<file path="config.mk">
export PLATFORM = sky130hd
export DESIGN_NAME = selective_repeat_receive_window_top
export DESIGN_NICKNAME = d
export VERILOG_FILES = /design/src/hdl/srrw_pkg.sv /design/src/hdl/selective_repeat_receive_window_top.sv /design/src/hdl/srrw_tag_mem.sv
export SDC_FILE = /design/constraint.sdc
export NUM_CORES = 2
export LEC_CHECK = 0
export CORE_ASPECT_RATIO = 1.4
export CORE_MARGIN = 2
export CORE_UTILIZATION = 58
export DETAILED_ROUTE_END_ITERATION = 7
export DONT_BUFFER_PORTS = 1
export PLACE_DENSITY_LB_ADDON = 0.3
export SLEW_MARGIN = 20
export SYNTH_ARGS = -nofsm -noshare
export SYNTH_HDL_FRONTEND = slang
export SYNTH_SLANG_ARGS = --single-unit
</file>
<file path="constraint.sdc">
create_clock -name i_clk -period 14.8 [get_ports i_clk]
set_input_delay 2.96 -clock i_clk [delete_from_list [all_inputs] [get_ports i_clk]]
set_output_delay 2.96 -clock i_clk [all_outputs]
set_load 0.05 [all_outputs]
</file>
<file path="src/hdl/srrw_pkg.sv">
package srrw_pkg;

    localparam int WINDOW_SLOTS_DEF = 32;
    localparam int ACK_BITS_DEF     = 32;
    localparam logic [3:0] IDLE_LIMIT_RESET = 4'd5;

    localparam logic [1:0] OP_META = 2'd0;
    localparam logic [1:0] OP_DATA = 2'd1;
    localparam logic [1:0] OP_TICK = 2'd2;
    localparam logic [1:0] OP_RSVD = 2'd3;

    localparam logic [1:0] KIND_META_ACK  = 2'd0;
    localparam logic [1:0] KIND_RELEASE   = 2'd1;
    localparam logic [1:0] KIND_REPORT    = 2'd2;
    localparam logic [1:0] KIND_COMPLETE  = 2'd3;

    typedef struct packed {
        logic [1:0]  op;
        logic [31:0] source_addr;
        logic [31:0] dest_addr;
        logic [31:0] file_id;
        logic [31:0] packet_total;
        logic [31:0] seq;
        logic [15:0] tag;
    } t_in_item;

    typedef struct packed {
        logic [1:0]  kind;
        logic [31:0] out_file;
        logic [31:0] ack_source;
        logic [31:0] ack_dest;
        logic [31:0] first_seq;
        logic [31:0] last_seq;
        logic [5:0]  length;
        logic [31:0] bitmap;
        logic [15:0] out_tag;
        logic        last;
    } t_out_item;

    typedef enum logic [2:0] {
        S_IDLE,
        S_EXEC,
        S_SINGLE,
        S_RD,
        S_REL,
        S_DONE
    } t_state;

endpackage

</file>
<file path="src/hdl/selective_repeat_receive_window_top.sv">
// Receive window of a selective-repeat transfer, one session at a time. Meta
// items open or refresh the session and get a meta ack; data items land in a
// circular reorder window whose tags sit in a one-port-write, one-port-read
// memory, with a received bit per slot in flops; ticks give a window report or
// reset the session after the idle limit. Timing: an item is taken in one
// cycle and decoded in the next. Meta and tick results then pass S_SINGLE.
// A data item then walks the front of the window through the tag memory: each
// released packet takes a read state (S_RD) and an emit state (S_REL), and a
// completion result adds S_DONE. The input is stalled until the item's last
// result is in the output register; that register may still hold a result
// while the next item is taken. Output stall simply holds the walk in place.
module selective_repeat_receive_window_top #(
    parameter int WINDOW_SLOTS = srrw_pkg::WINDOW_SLOTS_DEF,
    parameter int ACK_BITS     = srrw_pkg::ACK_BITS_DEF
) (
    input  logic                i_clk,
    input  logic                i_rst_n,
    input  logic                i_cfg_valid,
    output logic                o_cfg_ready,
    input  logic [3:0]          i_cfg_data,
    input  logic                i_in_valid,
    output logic                o_in_stall,
    input  srrw_pkg::t_in_item  i_in_item,
    output logic                o_out_valid,
    input  logic                i_out_stall,
    output srrw_pkg::t_out_item o_out_item
);

    localparam int SLOT_W = (WINDOW_SLOTS > 1) ? $clog2(WINDOW_SLOTS) : 1;
    localparam int USED_W = $clog2(WINDOW_SLOTS + 1);

    // control
    srrw_pkg::t_state r_state, n_state;
    logic             r_out_valid, n_out_valid;
    logic [3:0]       r_limit;

    // session
    logic              r_active, n_active;
    logic              r_meta_seen, n_meta_seen;
    logic [31:0]       r_file, n_file;
    logic [31:0]       r_source, n_source;
    logic [31:0]       r_dest, n_dest;
    logic [31:0]       r_total, n_total;
    logic [31:0]       r_expected, n_expected;
    logic [USED_W-1:0] r_used, n_used;
    logic [SLOT_W-1:0] r_head, n_head;
    logic [WINDOW_SLOTS-1:0] r_recv, n_recv;
    logic [3:0]        r_idle, n_idle;

    // item and result holding
    srrw_pkg::t_in_item  r_item, n_item;
    srrw_pkg::t_out_item r_out, n_out;
    logic [1:0]          r_kind, n_kind;

    // tag memory port
    logic              mem_we;
    logic [SLOT_W-1:0] mem_waddr;
    logic [15:0]       mem_rdata;

    // decode helpers
    logic [31:0]       seq_off;
    logic [SLOT_W:0]   wsum;
    logic [SLOT_W-1:0] phys_d;
    logic [SLOT_W:0]   hsum;
    logic [SLOT_W-1:0] head_next;
    logic [31:0]       bitmap;
    logic [5:0]        rep_len;
    logic [31:0]       exp_inc;
    logic              out_free;
    logic              do_clear;
    logic              id_match;

    assign o_cfg_ready = 1'b1;
    assign o_in_stall  = (r_state != srrw_pkg::S_IDLE);
    assign o_out_valid = r_out_valid;
    assign o_out_item  = r_out;
    assign out_free    = !r_out_valid || !i_out_stall;

    assign seq_off  = r_item.seq - r_expected;
    assign id_match = (r_item.source_addr == r_source) && (r_item.file_id == r_file);
    assign exp_inc  = r_expected + 32'd1;

    // physical slot of window offset seq_off
    always_comb begin
        wsum = {1'b0, r_head} + {1'b0, seq_off[SLOT_W-1:0]};
        if (wsum >= (SLOT_W+1)'(WINDOW_SLOTS)) begin
            wsum = wsum - (SLOT_W+1)'(WINDOW_SLOTS);
        end
        phys_d = wsum[SLOT_W-1:0];
    end

    always_comb begin
        hsum = {1'b0, r_head} + (SLOT_W+1)'(1);
        if (hsum >= (SLOT_W+1)'(WINDOW_SLOTS)) begin
            hsum = hsum - (SLOT_W+1)'(WINDOW_SLOTS);
        end
        head_next = hsum[SLOT_W-1:0];
    end

    // report bitmap: logical slot i, unrolled over independent bits
    always_comb begin
        logic [SLOT_W:0] s;
        bitmap = '0;
        for (int i = 0; i < 32; i++) begin
            s = '0;
            if (i < WINDOW_SLOTS && i < ACK_BITS) begin
                s = {1'b0, r_head} + (SLOT_W+1)'(i);
                if (s >= (SLOT_W+1)'(WINDOW_SLOTS)) begin
                    s = s - (SLOT_W+1)'(WINDOW_SLOTS);
                end
                if (32'(i) < 32'(r_used)) begin
                    bitmap[i] = r_recv[s[SLOT_W-1:0]];
                end
            end
        end
    end

    assign rep_len = (32'(r_used) < 32'(ACK_BITS)) ? 6'(r_used) : 6'(ACK_BITS);

    always_comb begin
        n_state     = r_state;
        n_out_valid = r_out_valid;
        n_active    = r_active;
        n_meta_seen = r_meta_seen;
        n_file      = r_file;
        n_source    = r_source;
        n_dest      = r_dest;
        n_total     = r_total;
        n_expected  = r_expected;
        n_used      = r_used;
        n_head      = r_head;
        n_recv      = r_recv;
        n_idle      = r_idle;
        n_item      = r_item;
        n_out       = r_out;
        n_kind      = r_kind;
        mem_we      = 1'b0;
        mem_waddr   = phys_d;
        do_clear    = 1'b0;

        if (r_out_valid && !i_out_stall) begin
            n_out_valid = 1'b0;
        end

        unique case (r_state)
            srrw_pkg::S_IDLE: begin
                if (i_in_valid) begin
                    n_item  = i_in_item;
                    n_state = srrw_pkg::S_EXEC;
                end
            end
            srrw_pkg::S_EXEC: begin
                n_state = srrw_pkg::S_IDLE;
                case (r_item.op)
                    srrw_pkg::OP_META: begin
                        if (!r_active || id_match) begin
                            if (!r_active) begin
                                n_active = 1'b1;
                                n_file   = r_item.file_id;
                                n_source = r_item.source_addr;
                            end
                            n_meta_seen = 1'b1;
                            n_dest      = r_item.dest_addr;
                            n_total     = r_item.packet_total;
                            n_idle      = '0;
                            n_kind      = srrw_pkg::KIND_META_ACK;
                            n_state     = srrw_pkg::S_SINGLE;
                        end
                    end
                    srrw_pkg::OP_DATA: begin
                        if (r_active && id_match) begin
                            n_idle = '0;
                            if (r_item.seq >= r_expected && seq_off < 32'(WINDOW_SLOTS)) begin
                                mem_we         = 1'b1;
                                n_recv[phys_d] = 1'b1;
                                if (seq_off >= 32'(r_used)) begin
                                    n_used = USED_W'(seq_off + 32'd1);
                                end
                                n_state = srrw_pkg::S_RD;
                            end
                        end
                    end
                    srrw_pkg::OP_TICK: begin
                        if (r_active) begin
                            if (r_idle == r_limit) begin
                                do_clear = 1'b1;
                            end else begin
                                n_idle = r_idle + 4'd1;
                                if (r_meta_seen) begin
                                    n_kind  = srrw_pkg::KIND_REPORT;
                                    n_state = srrw_pkg::S_SINGLE;
                                end
                            end
                        end
                    end
                    default: begin
                    end
                endcase
            end
            srrw_pkg::S_SINGLE: begin
                if (out_free) begin
                    n_out_valid  = 1'b1;
                    n_out        = '0;
                    n_out.kind     = r_kind;
                    n_out.out_file = r_file;
                    n_out.last     = 1'b1;
                    if (r_kind == srrw_pkg::KIND_META_ACK) begin
                        n_out.ack_source = r_source;
                        n_out.ack_dest   = r_dest;
                    end else begin
                        n_out.first_seq = r_expected;
                        n_out.last_seq  = r_expected + 32'(r_used) - 32'd1;
                        if (r_used == '0) begin
                            n_out.last_seq = r_expected;
                        end
                        n_out.length = rep_len;
                        n_out.bitmap = bitmap;
                    end
                    n_state = srrw_pkg::S_IDLE;
                end
            end
            srrw_pkg::S_RD: begin
                // tag memory reads r_head this edge
                if (r_used != '0 && r_recv[r_head]) begin
                    n_state = srrw_pkg::S_REL;
                end else if (r_meta_seen && r_expected > r_total) begin
                    n_state = srrw_pkg::S_DONE;
                end else begin
                    n_state = srrw_pkg::S_IDLE;
                end
            end
            srrw_pkg::S_REL: begin
                if (out_free) begin
                    n_out_valid    = 1'b1;
                    n_out          = '0;
                    n_out.kind     = srrw_pkg::KIND_RELEASE;
                    n_out.out_file = r_file;
                    n_out.first_seq = r_expected;
                    n_out.out_tag  = mem_rdata;
                    // last unless another release or a completion follows
                    n_out.last = !((r_used > USED_W'(1)) && r_recv[head_next])
                                 && !(r_meta_seen && exp_inc > r_total);
                    n_recv[r_head] = 1'b0;
                    n_head         = head_next;
                    n_expected     = exp_inc;
                    n_used         = r_used - USED_W'(1);
                    n_state        = srrw_pkg::S_RD;
                end
            end
            srrw_pkg::S_DONE: begin
                if (out_free) begin
                    n_out_valid    = 1'b1;
                    n_out          = '0;
                    n_out.kind     = srrw_pkg::KIND_COMPLETE;
                    n_out.out_file = r_file;
                    n_out.last     = 1'b1;
                    do_clear       = 1'b1;
                    n_state        = srrw_pkg::S_IDLE;
                end
            end
            default: begin
                n_state = srrw_pkg::S_IDLE;
            end
        endcase

        if (do_clear) begin
            n_active    = 1'b0;
            n_meta_seen = 1'b0;
            n_file      = '0;
            n_source    = '0;
            n_dest      = '0;
            n_total     = '0;
            n_expected  = 32'd1;
            n_used      = '0;
            n_head      = '0;
            n_recv      = '0;
            n_idle      = '0;
        end
    end

    always_ff @(posedge i_clk) begin
        if (!i_rst_n) begin
            r_state     <= srrw_pkg::S_IDLE;
            r_out_valid <= 1'b0;
            r_limit     <= srrw_pkg::IDLE_LIMIT_RESET;
            r_active    <= 1'b0;
            r_meta_seen <= 1'b0;
            r_file      <= '0;
            r_source    <= '0;
            r_dest      <= '0;
            r_total     <= '0;
            r_expected  <= 32'd1;
            r_used      <= '0;
            r_head      <= '0;
            r_recv      <= '0;
            r_idle      <= '0;
        end else begin
            r_state     <= n_state;
            r_out_valid <= n_out_valid;
            if (i_cfg_valid) begin
                r_limit <= i_cfg_data;
            end
            r_active    <= n_active;
            r_meta_seen <= n_meta_seen;
            r_file      <= n_file;
            r_source    <= n_source;
            r_dest      <= n_dest;
            r_total     <= n_total;
            r_expected  <= n_expected;
            r_used      <= n_used;
            r_head      <= n_head;
            r_recv      <= n_recv;
            r_idle      <= n_idle;
        end
    end

    // payload registers
    always_ff @(posedge i_clk) begin
        r_item <= n_item;
        r_out  <= n_out;
        r_kind <= n_kind;
    end

    srrw_tag_mem #(
        .DEPTH (WINDOW_SLOTS),
        .AW    (SLOT_W)
    ) u_tag_mem (
        .i_clk   (i_clk),
        .i_we    (mem_we),
        .i_waddr (mem_waddr),
        .i_wdata (r_item.tag),
        .i_raddr (r_head),
        .o_rdata (mem_rdata)
    );

endmodule

</file>
<file path="src/hdl/srrw_tag_mem.sv">
module srrw_tag_mem #(
    parameter int DEPTH = srrw_pkg::WINDOW_SLOTS_DEF,
    parameter int AW    = $clog2(DEPTH)
) (
    input  logic          i_clk,
    input  logic          i_we,
    input  logic [AW-1:0] i_waddr,
    input  logic [15:0]   i_wdata,
    input  logic [AW-1:0] i_raddr,
    output logic [15:0]   o_rdata
);

    logic [15:0] r_mem [DEPTH];
    logic [15:0] r_rdata;

    always_ff @(posedge i_clk) begin
        if (i_we) begin
            r_mem[i_waddr] <= i_wdata;
        end
        r_rdata <= r_mem[i_raddr];
    end

    assign o_rdata = r_rdata;

endmodule

</file>
* Word-level counts from Yosys, hierarchy flattened
Memories as Yosys holds them, arrays and structs flattened. A register that Yosys moved wholly into a read port is not among the register bits.
Cells that the tools add are included.
** Cells by class
- Reductions and logical operators :: 41
- Eq/ne operators :: 23
- Order comparisons :: 108
- Divide/modulo/power cells :: 0
- Bitwise logic cells :: 5
- Mux-type cells :: 189
- Add/subtract/negate cells :: 72
- $mul :: 0
- Shift-type cells :: 0
** Operators by type and width (number)
- $mux 217 :: 3
- $pmux 217 s3 :: 1
- $lt 5x6->1 const B :: 34
- $ge 6x6->1 const B :: 32
- $bmux 1 s5 :: 33
- $mux 5 :: 33
- $sub 5x1->5 const B :: 33
- $mux 32 :: 5
- $mux 102 :: 1
- $add 5x5->6 const B :: 16
- $lt 5x6->1 const A :: 16
- $mux 1 :: 80
- $eq 32x32->1 :: 2
- $gt 32x32->1 :: 2
- $mux 64 :: 1
- $pmux 32 s2 :: 1
- $add 5x4->6 const B :: 8
- $lt 4x6->1 const A :: 8
- $mux 6 :: 6
- $add 32x1->32 const B :: 1
- $add 32x6->32 :: 1
- $and 32x32->32 :: 1
- $ge 32x32->1 :: 1
- $ge 32x6->1 :: 1
- other kinds (54) :: 118
** Word-level totals
- Bits in writable memories :: 512
- Logic and storage cells :: 470
- Bits in registers :: 613
- Output and inout bits :: 220
- Memories :: 1
- ROM bits :: 0
- Bits in latches :: 0
- Input port bits :: 187
** Memory list
- u_tag_mem.r_mem :: words 32, width 16, rd ports 1, clocked after Yosys merged registers in 1, wr ports 1, RTL line srrw_tag_mem.sv:13 : logic [15:0] r_mem [DEPTH];

* Depth between registers and ports, before layout
- Word-level depth :: 13
- Gate-level depth with buffers :: 21
- Depth with buffers taken out :: 19

* Hierarchy
A second synthesis with hierarchy kept.
** Unflattened totals
- Cell total of the unflattened synthesis :: 4080
- Area, all modules :: 51871.0 um2
** By module, submodules not included
- selective_repeat_receive_window_top :: seq. area each 16215.6 um2, cells an instance 2937, times used 1, area an instance 31336.3 um2
- srrw_tag_mem :: seq. area each 15695.1 um2, cells an instance 1143, times used 1, area an instance 20534.7 um2

* Least setup slack after synthesis
Ideal clock, no wire load.
- Path kind :: in2reg
- Start point :: in i_out_stall
- End point :: reg r_out (netlist bit o_out_item[0]), enable pin
- Stages :: 1
- Data arrival time :: 13386 ps
- Data required time :: 13932 ps
- Path buffers :: 0
- Setup slack :: 546 ps
- Setup time :: 868 ps
- Path through :: a21oi_1
** Between the ends
- Word-level cells in the longest chain between the ends :: 4
- Elaborated cells on any way between the ends :: 6
- Those cells by class :: eq/ne: 3; reduce/logical: 3
** RTL lines
- start: declaration :: RTL line selective_repeat_receive_window_top.sv:25 : input logic i_out_stall,
- $logic_not 1->1 (*) :: RTL line selective_repeat_receive_window_top.sv:77 : assign out_free = !r_out_valid || !i_out_stall;
- $logic_or 1x1->1 (*) :: RTL line selective_repeat_receive_window_top.sv:77
- $ne 2x2->1 (no line)
- $reduce_and 4->1 (no line) (*)
- end signal: assignment :: RTL line selective_repeat_receive_window_top.sv:320 : r_out <= n_out;
- end: declaration :: RTL line selective_repeat_receive_window_top.sv:52 : srrw_pkg::t_out_item r_out, n_out;
Mark *: on every way between the ends. The rest lies on a longest branch, timed or not.
A chain may end at the register's enable or synchronous reset.

* Final worst setup path
- Start point :: reg r_expected[0]
- End point :: mem u_tag_mem.r_mem[1][3], enable pin
** Between the ends
- Word-level cells in the longest chain between the ends :: 9
- Elaborated cells on any way between the ends :: 14
- Those cells by class :: add/sub: 3; order compare: 3; mux: 7; reduce/logical: 1
** RTL lines
- start: declaration :: RTL line selective_repeat_receive_window_top.sv:44 : logic [31:0] r_expected, n_expected;
- start signal: assignment :: RTL line selective_repeat_receive_window_top.sv:309 : r_expected <= n_expected;
- $sub 32x32->32 :: RTL line selective_repeat_receive_window_top.sv:79 : assign seq_off = r_item.seq - r_expected;
- $lt 32x6->1 :: RTL line selective_repeat_receive_window_top.sv:173 : if (r_item.seq >= r_expected && seq_off < 32'(WINDOW_SLOTS)) begin
- $logic_and 1x1->1 :: RTL line selective_repeat_receive_window_top.sv:173
- $mux 1 :: RTL line selective_repeat_receive_window_top.sv:173
- $mux 1 :: RTL line selective_repeat_receive_window_top.sv:171 : if (r_active && id_match) begin
- $mux 1 :: RTL line selective_repeat_receive_window_top.sv:154 : case (r_item.op)
- $mux 1 :: RTL line selective_repeat_receive_window_top.sv:145 : unique case (r_state)
- $mux 1 :: RTL line srrw_tag_mem.sv:17 : if (i_we) begin
- $mux 1 (implied by the code) :: RTL line srrw_tag_mem.sv:18 : r_mem[i_waddr] <= i_wdata;
- end: declaration :: RTL line srrw_tag_mem.sv:13
Several ways; a longest one is shown, not always the timed one.

==> results.md <==
* Result of the run: complete, no violations
* Overall die height at 356 µm
* Clock share of power at 0.423
* Post-route clock period utilization at 0.399
* Clock tree from TritonCTS: built
* Internal power consumption at 5.22 mW
* IO Port Bufs at 0
* Unrepaired setup endpoints after global routing: false
* Total length of routed wires at 134000 µm
* Cell types with the highest counts after synthesis: edfxtp_1 (908), nand2_1 (371), a21oi_1 (240), dfxtp_1 (232), nor2_1 (228)
* Max Cap Violations at 0
* Arrival @ worst endpoint at 6.31 ns
* GRT met3 Usage at 0.0574
* VDD IR-drop max at 0.000110 V
* Relative slew margins at 0.270
* FFs w/ async S/R, synth at 0
* Avg Cell Area, Syn at 13.7 µm²
* Number of enable-type register cells in the synthesized netlist at 908
* Starting utilization of the core area at 0.582
* Achievable frequency at 0.170 GHz
* Core ar. at 88000 µm²
* Post-synthesis instance area at 51200 µm²
* Switching fraction of total power at 0.223
* Later-pin clock latency in the skew report at 0.74 ns
* Final critical delay including setup and external delays at 5.90 ns
* Worst stage delay on the critical path at 0.65 ns
* Endpoint of the worst-slack reg-to-reg timing path: u_tag_mem.r_mem[1][3]$_DFFE_PP_
* Share of layout cells above drive strength 1 at 0.130
* Sequential share of the synthesized area at 0.623
* Flop2flop setup slack at 8.90 ns
* Synth-to-layout area growth at 10.5%
* Number of register bits inferred by synthesis at 1140
* # H-tree levels at 3
* Number of fill cells at 6244
* # hold bufs at CTS at 0
* Tightest Hold Check Type: flip-flop to flip-flop
* Min Hold Slack at 0.468 ns
* Grt peak-use layer: met2
* Share of power burned in registers at 0.534
* Kind of start point of the critical path: flip-flop
* Endpoint of the most critical setup path: u_tag_mem.r_mem[1][3]$_DFFE_PP_
* Pre-antenna DRT Iters at 5
* Worst clock skew at 0.0465 ns
* Leading area contributor after synthesis: edfxtp_1
* HPWL Detailed at 93000 µm
* Crit path depth at 14
* Register bank with the most flops: u_tag_mem.r_mem
* Routability congestion estimate from global placement at 0.983
* Most frequently used flop master after synthesis: edfxtp_1
* Std-Cell Rows at 129
* Library cell used as clock root buffer: clkbuf_16
* Number of design-rule violations left by the first detailed-router iteration at 3100
* Overall Global Routing Usage at 0.293
* Portion of synthesized cell area occupied by the leading cell type at 0.532
* Number of standard cells after synthesis at 3728
* CTS resizes at 0
* Num ports at 407
* Crit path launch: r_expected[0]$_SDFFE_PP1P_
* Distinct cells, synth at 85
* Full die area at 90700 µm²
* DRT antenna net count at 0
* Number of global-route vias before repair at 30800
* Req. time, crit path at 15.21 ns
* Kind of end point of the critical path: flip-flop
* Avg Vias per Cell at 6.21
* Residual DRC count at 0
* CTS buffer count at 103
* Worst-Margin Slew at 1.09 ns
* Reported net switching power at 1.50 mW
* Die Wd at 255 µm
* Number of flip-flops in the largest register at 512
* Static Leak at 19.0 nW
* Avg WL per Cell at 26.7 µm
* Summed negative setup slack over all endpoints at 0 ns
* Nets at 4124
* Max stage delay cell, worst path: or4b_1
* CP Class: flip-flop to flip-flop
* Pins over their slew limit at 0
* Clk sink count at 1140
* First-pass GRT wire length at 196000 µm
* Antenna violations before repair at 21
* Clock Pin Slew Worst Setup and Hold Paths at 0.07 ns
* Maximum clock path buffer count at 3
* Number of synthesis warnings at 0
* Largest net degree at the start of global routing at 126
* Cell with the most instances after synthesis: edfxtp_1
* Critical path cell sequence: ha_1 > fa_1 > nand2b_1 > a21o_1 > a2111oi_2 > o21bai_1 > and2_1 > a21oi_1 > or4b_1 > or4b_1 > nor4_4 > nand4_1 > nor2_1 > buf_4
* Met1 Resource Use GR at 0.358
* Post-CTS Setup Repair Bufs at 0
* Worst r2r src: r_expected[0]$_SDFFE_PP1P_
* Cell with the most instances on the worst path: or4b_1
* Detailed-route via count at 31200
* Combinational group share of total power at 0.043
* Biggest area contributors in the synthesized netlist: edfxtp_1 (53%), dfxtp_1 (9.1%), mux4_2 (8.4%), ha_1 (4.6%), xnor2_1 (2.9%)
* Biggest fanout along the worst timing path at 14
* Synth Net Count at 4108
* Met2 track utilization from global routing at 0.500
* Count of endpoints failing hold in the final timing report at 0
* Leftover overflow at the end of global routing at 0
* Kind of cell adding the most delay to the critical path: simple AND/OR/NAND/NOR gates
* Buffer and inverter count on the worst path at 1
* PD cells at 119 nW/µm²
* Final Setup Violations at 0
* Number of cells traversed by the worst register-to-register path at 14
## cell usage in the layout (no fill, tap or decap), types with 21 or more instances in the layout
cell and count:
nor2_1 226, xor2_1 21, or3_1 22, buf_4 64
edfxtp_1 908, o21a_1 22, nand2_1 370, dfxtp_1 229
ha_1 190, a21o_1 30, and2_1 75, a211oi_1 29
nor3_1 40, o21ai_0 99, nand4_1 57, nand3_1 52
inv_1 130, mux2i_1 129, clkbuf_16 104, nor2b_1 28
o211ai_1 21, a21oi_1 238, xnor2_1 171, and3_1 34
mux4_2 192
## metrics by stage
stage | cells | util | total power, mW | area (µm²) | setup slack (ns)
after global routing | 5026 | 0.643 | 6.90 | 56600 | 8.61
after CTS | 5001 | 0.641 | 6.75 | 56400 | 8.95
after floorplan | 3728 | - | 3.83 | 51200 | 0.546
after detailed placement | 4807 | 0.600 | 3.94 | 52700 | 8.98
after global placement | 4802 | 0.598 | 3.93 | 52600 | 9.02
final | 5028 | 0.644 | 6.72 | 56600 | 8.90
## cells by family after synthesis
family | share of synthesized area
flip-flops | 0.623
buffers and inverters | 0.0223
XOR/XNOR | 0.0328
AND/OR/NAND/NOR | 0.0921
adder cells (fa/ha/maj) | 0.0476
other | 0.0000732
AO/OA/AOI/OAI | 0.0685
multiplexers | 0.114
## power groups by stage
stage	sequential, mW	combinational [mW]	clock, mW
after floorplan	3.66	0.179	0
after global placement	3.67	0.254	0
after detailed placement	3.67	0.265	0
after CTS	3.60	0.267	2.88
after global routing	3.59	0.311	3.00
final	3.59	0.289	2.84
## area by class of cell
class	count	area [µm²]	share of cell area
antenna	16	40.0	0.000707
clock buffer	133	2820	0.0498
clock inverter	61	811	0.0143
inverter	133	499	0.00882
multi-input combinational	2285	18200	0.322
sequential	1140	31900	0.564
tap	1179	1480	0.0261
timing repair buffer	81	803	0.0142
## how the worst min path moves through the flow
stage | to | cells past startpoint | slack, ns | startpoint
after floorplan | o_out_item[183]$_DFFE_PP_ | 0 | 0.45 | r_file[0]$_SDFFE_PP0P_
after global placement | o_out_item[183]$_DFFE_PP_ | 0 | 0.45 | r_file[0]$_SDFFE_PP0P_
after detailed placement | o_out_item[212]$_DFFE_PP_ | 0 | 0.47 | r_file[29]$_SDFFE_PP0P_
after CTS | o_out_item[196]$_DFFE_PP_ | 0 | 0.48 | r_file[13]$_SDFFE_PP0P_
after global routing | o_out_item[204]$_DFFE_PP_ | 0 | 0.48 | r_file[21]$_SDFFE_PP0P_
final | o_out_item[196]$_DFFE_PP_ | 0 | 0.47 | r_file[13]$_SDFFE_PP0P_
## metal layers
metal,share of wire,up-vias
met5,0.00068,-
met4,0.047,14
met3,0.073,289
met2,0.51,1364
met1,0.37,15500
li1,-,14000
Note: power is estimated with default switching activity, not from simulation.
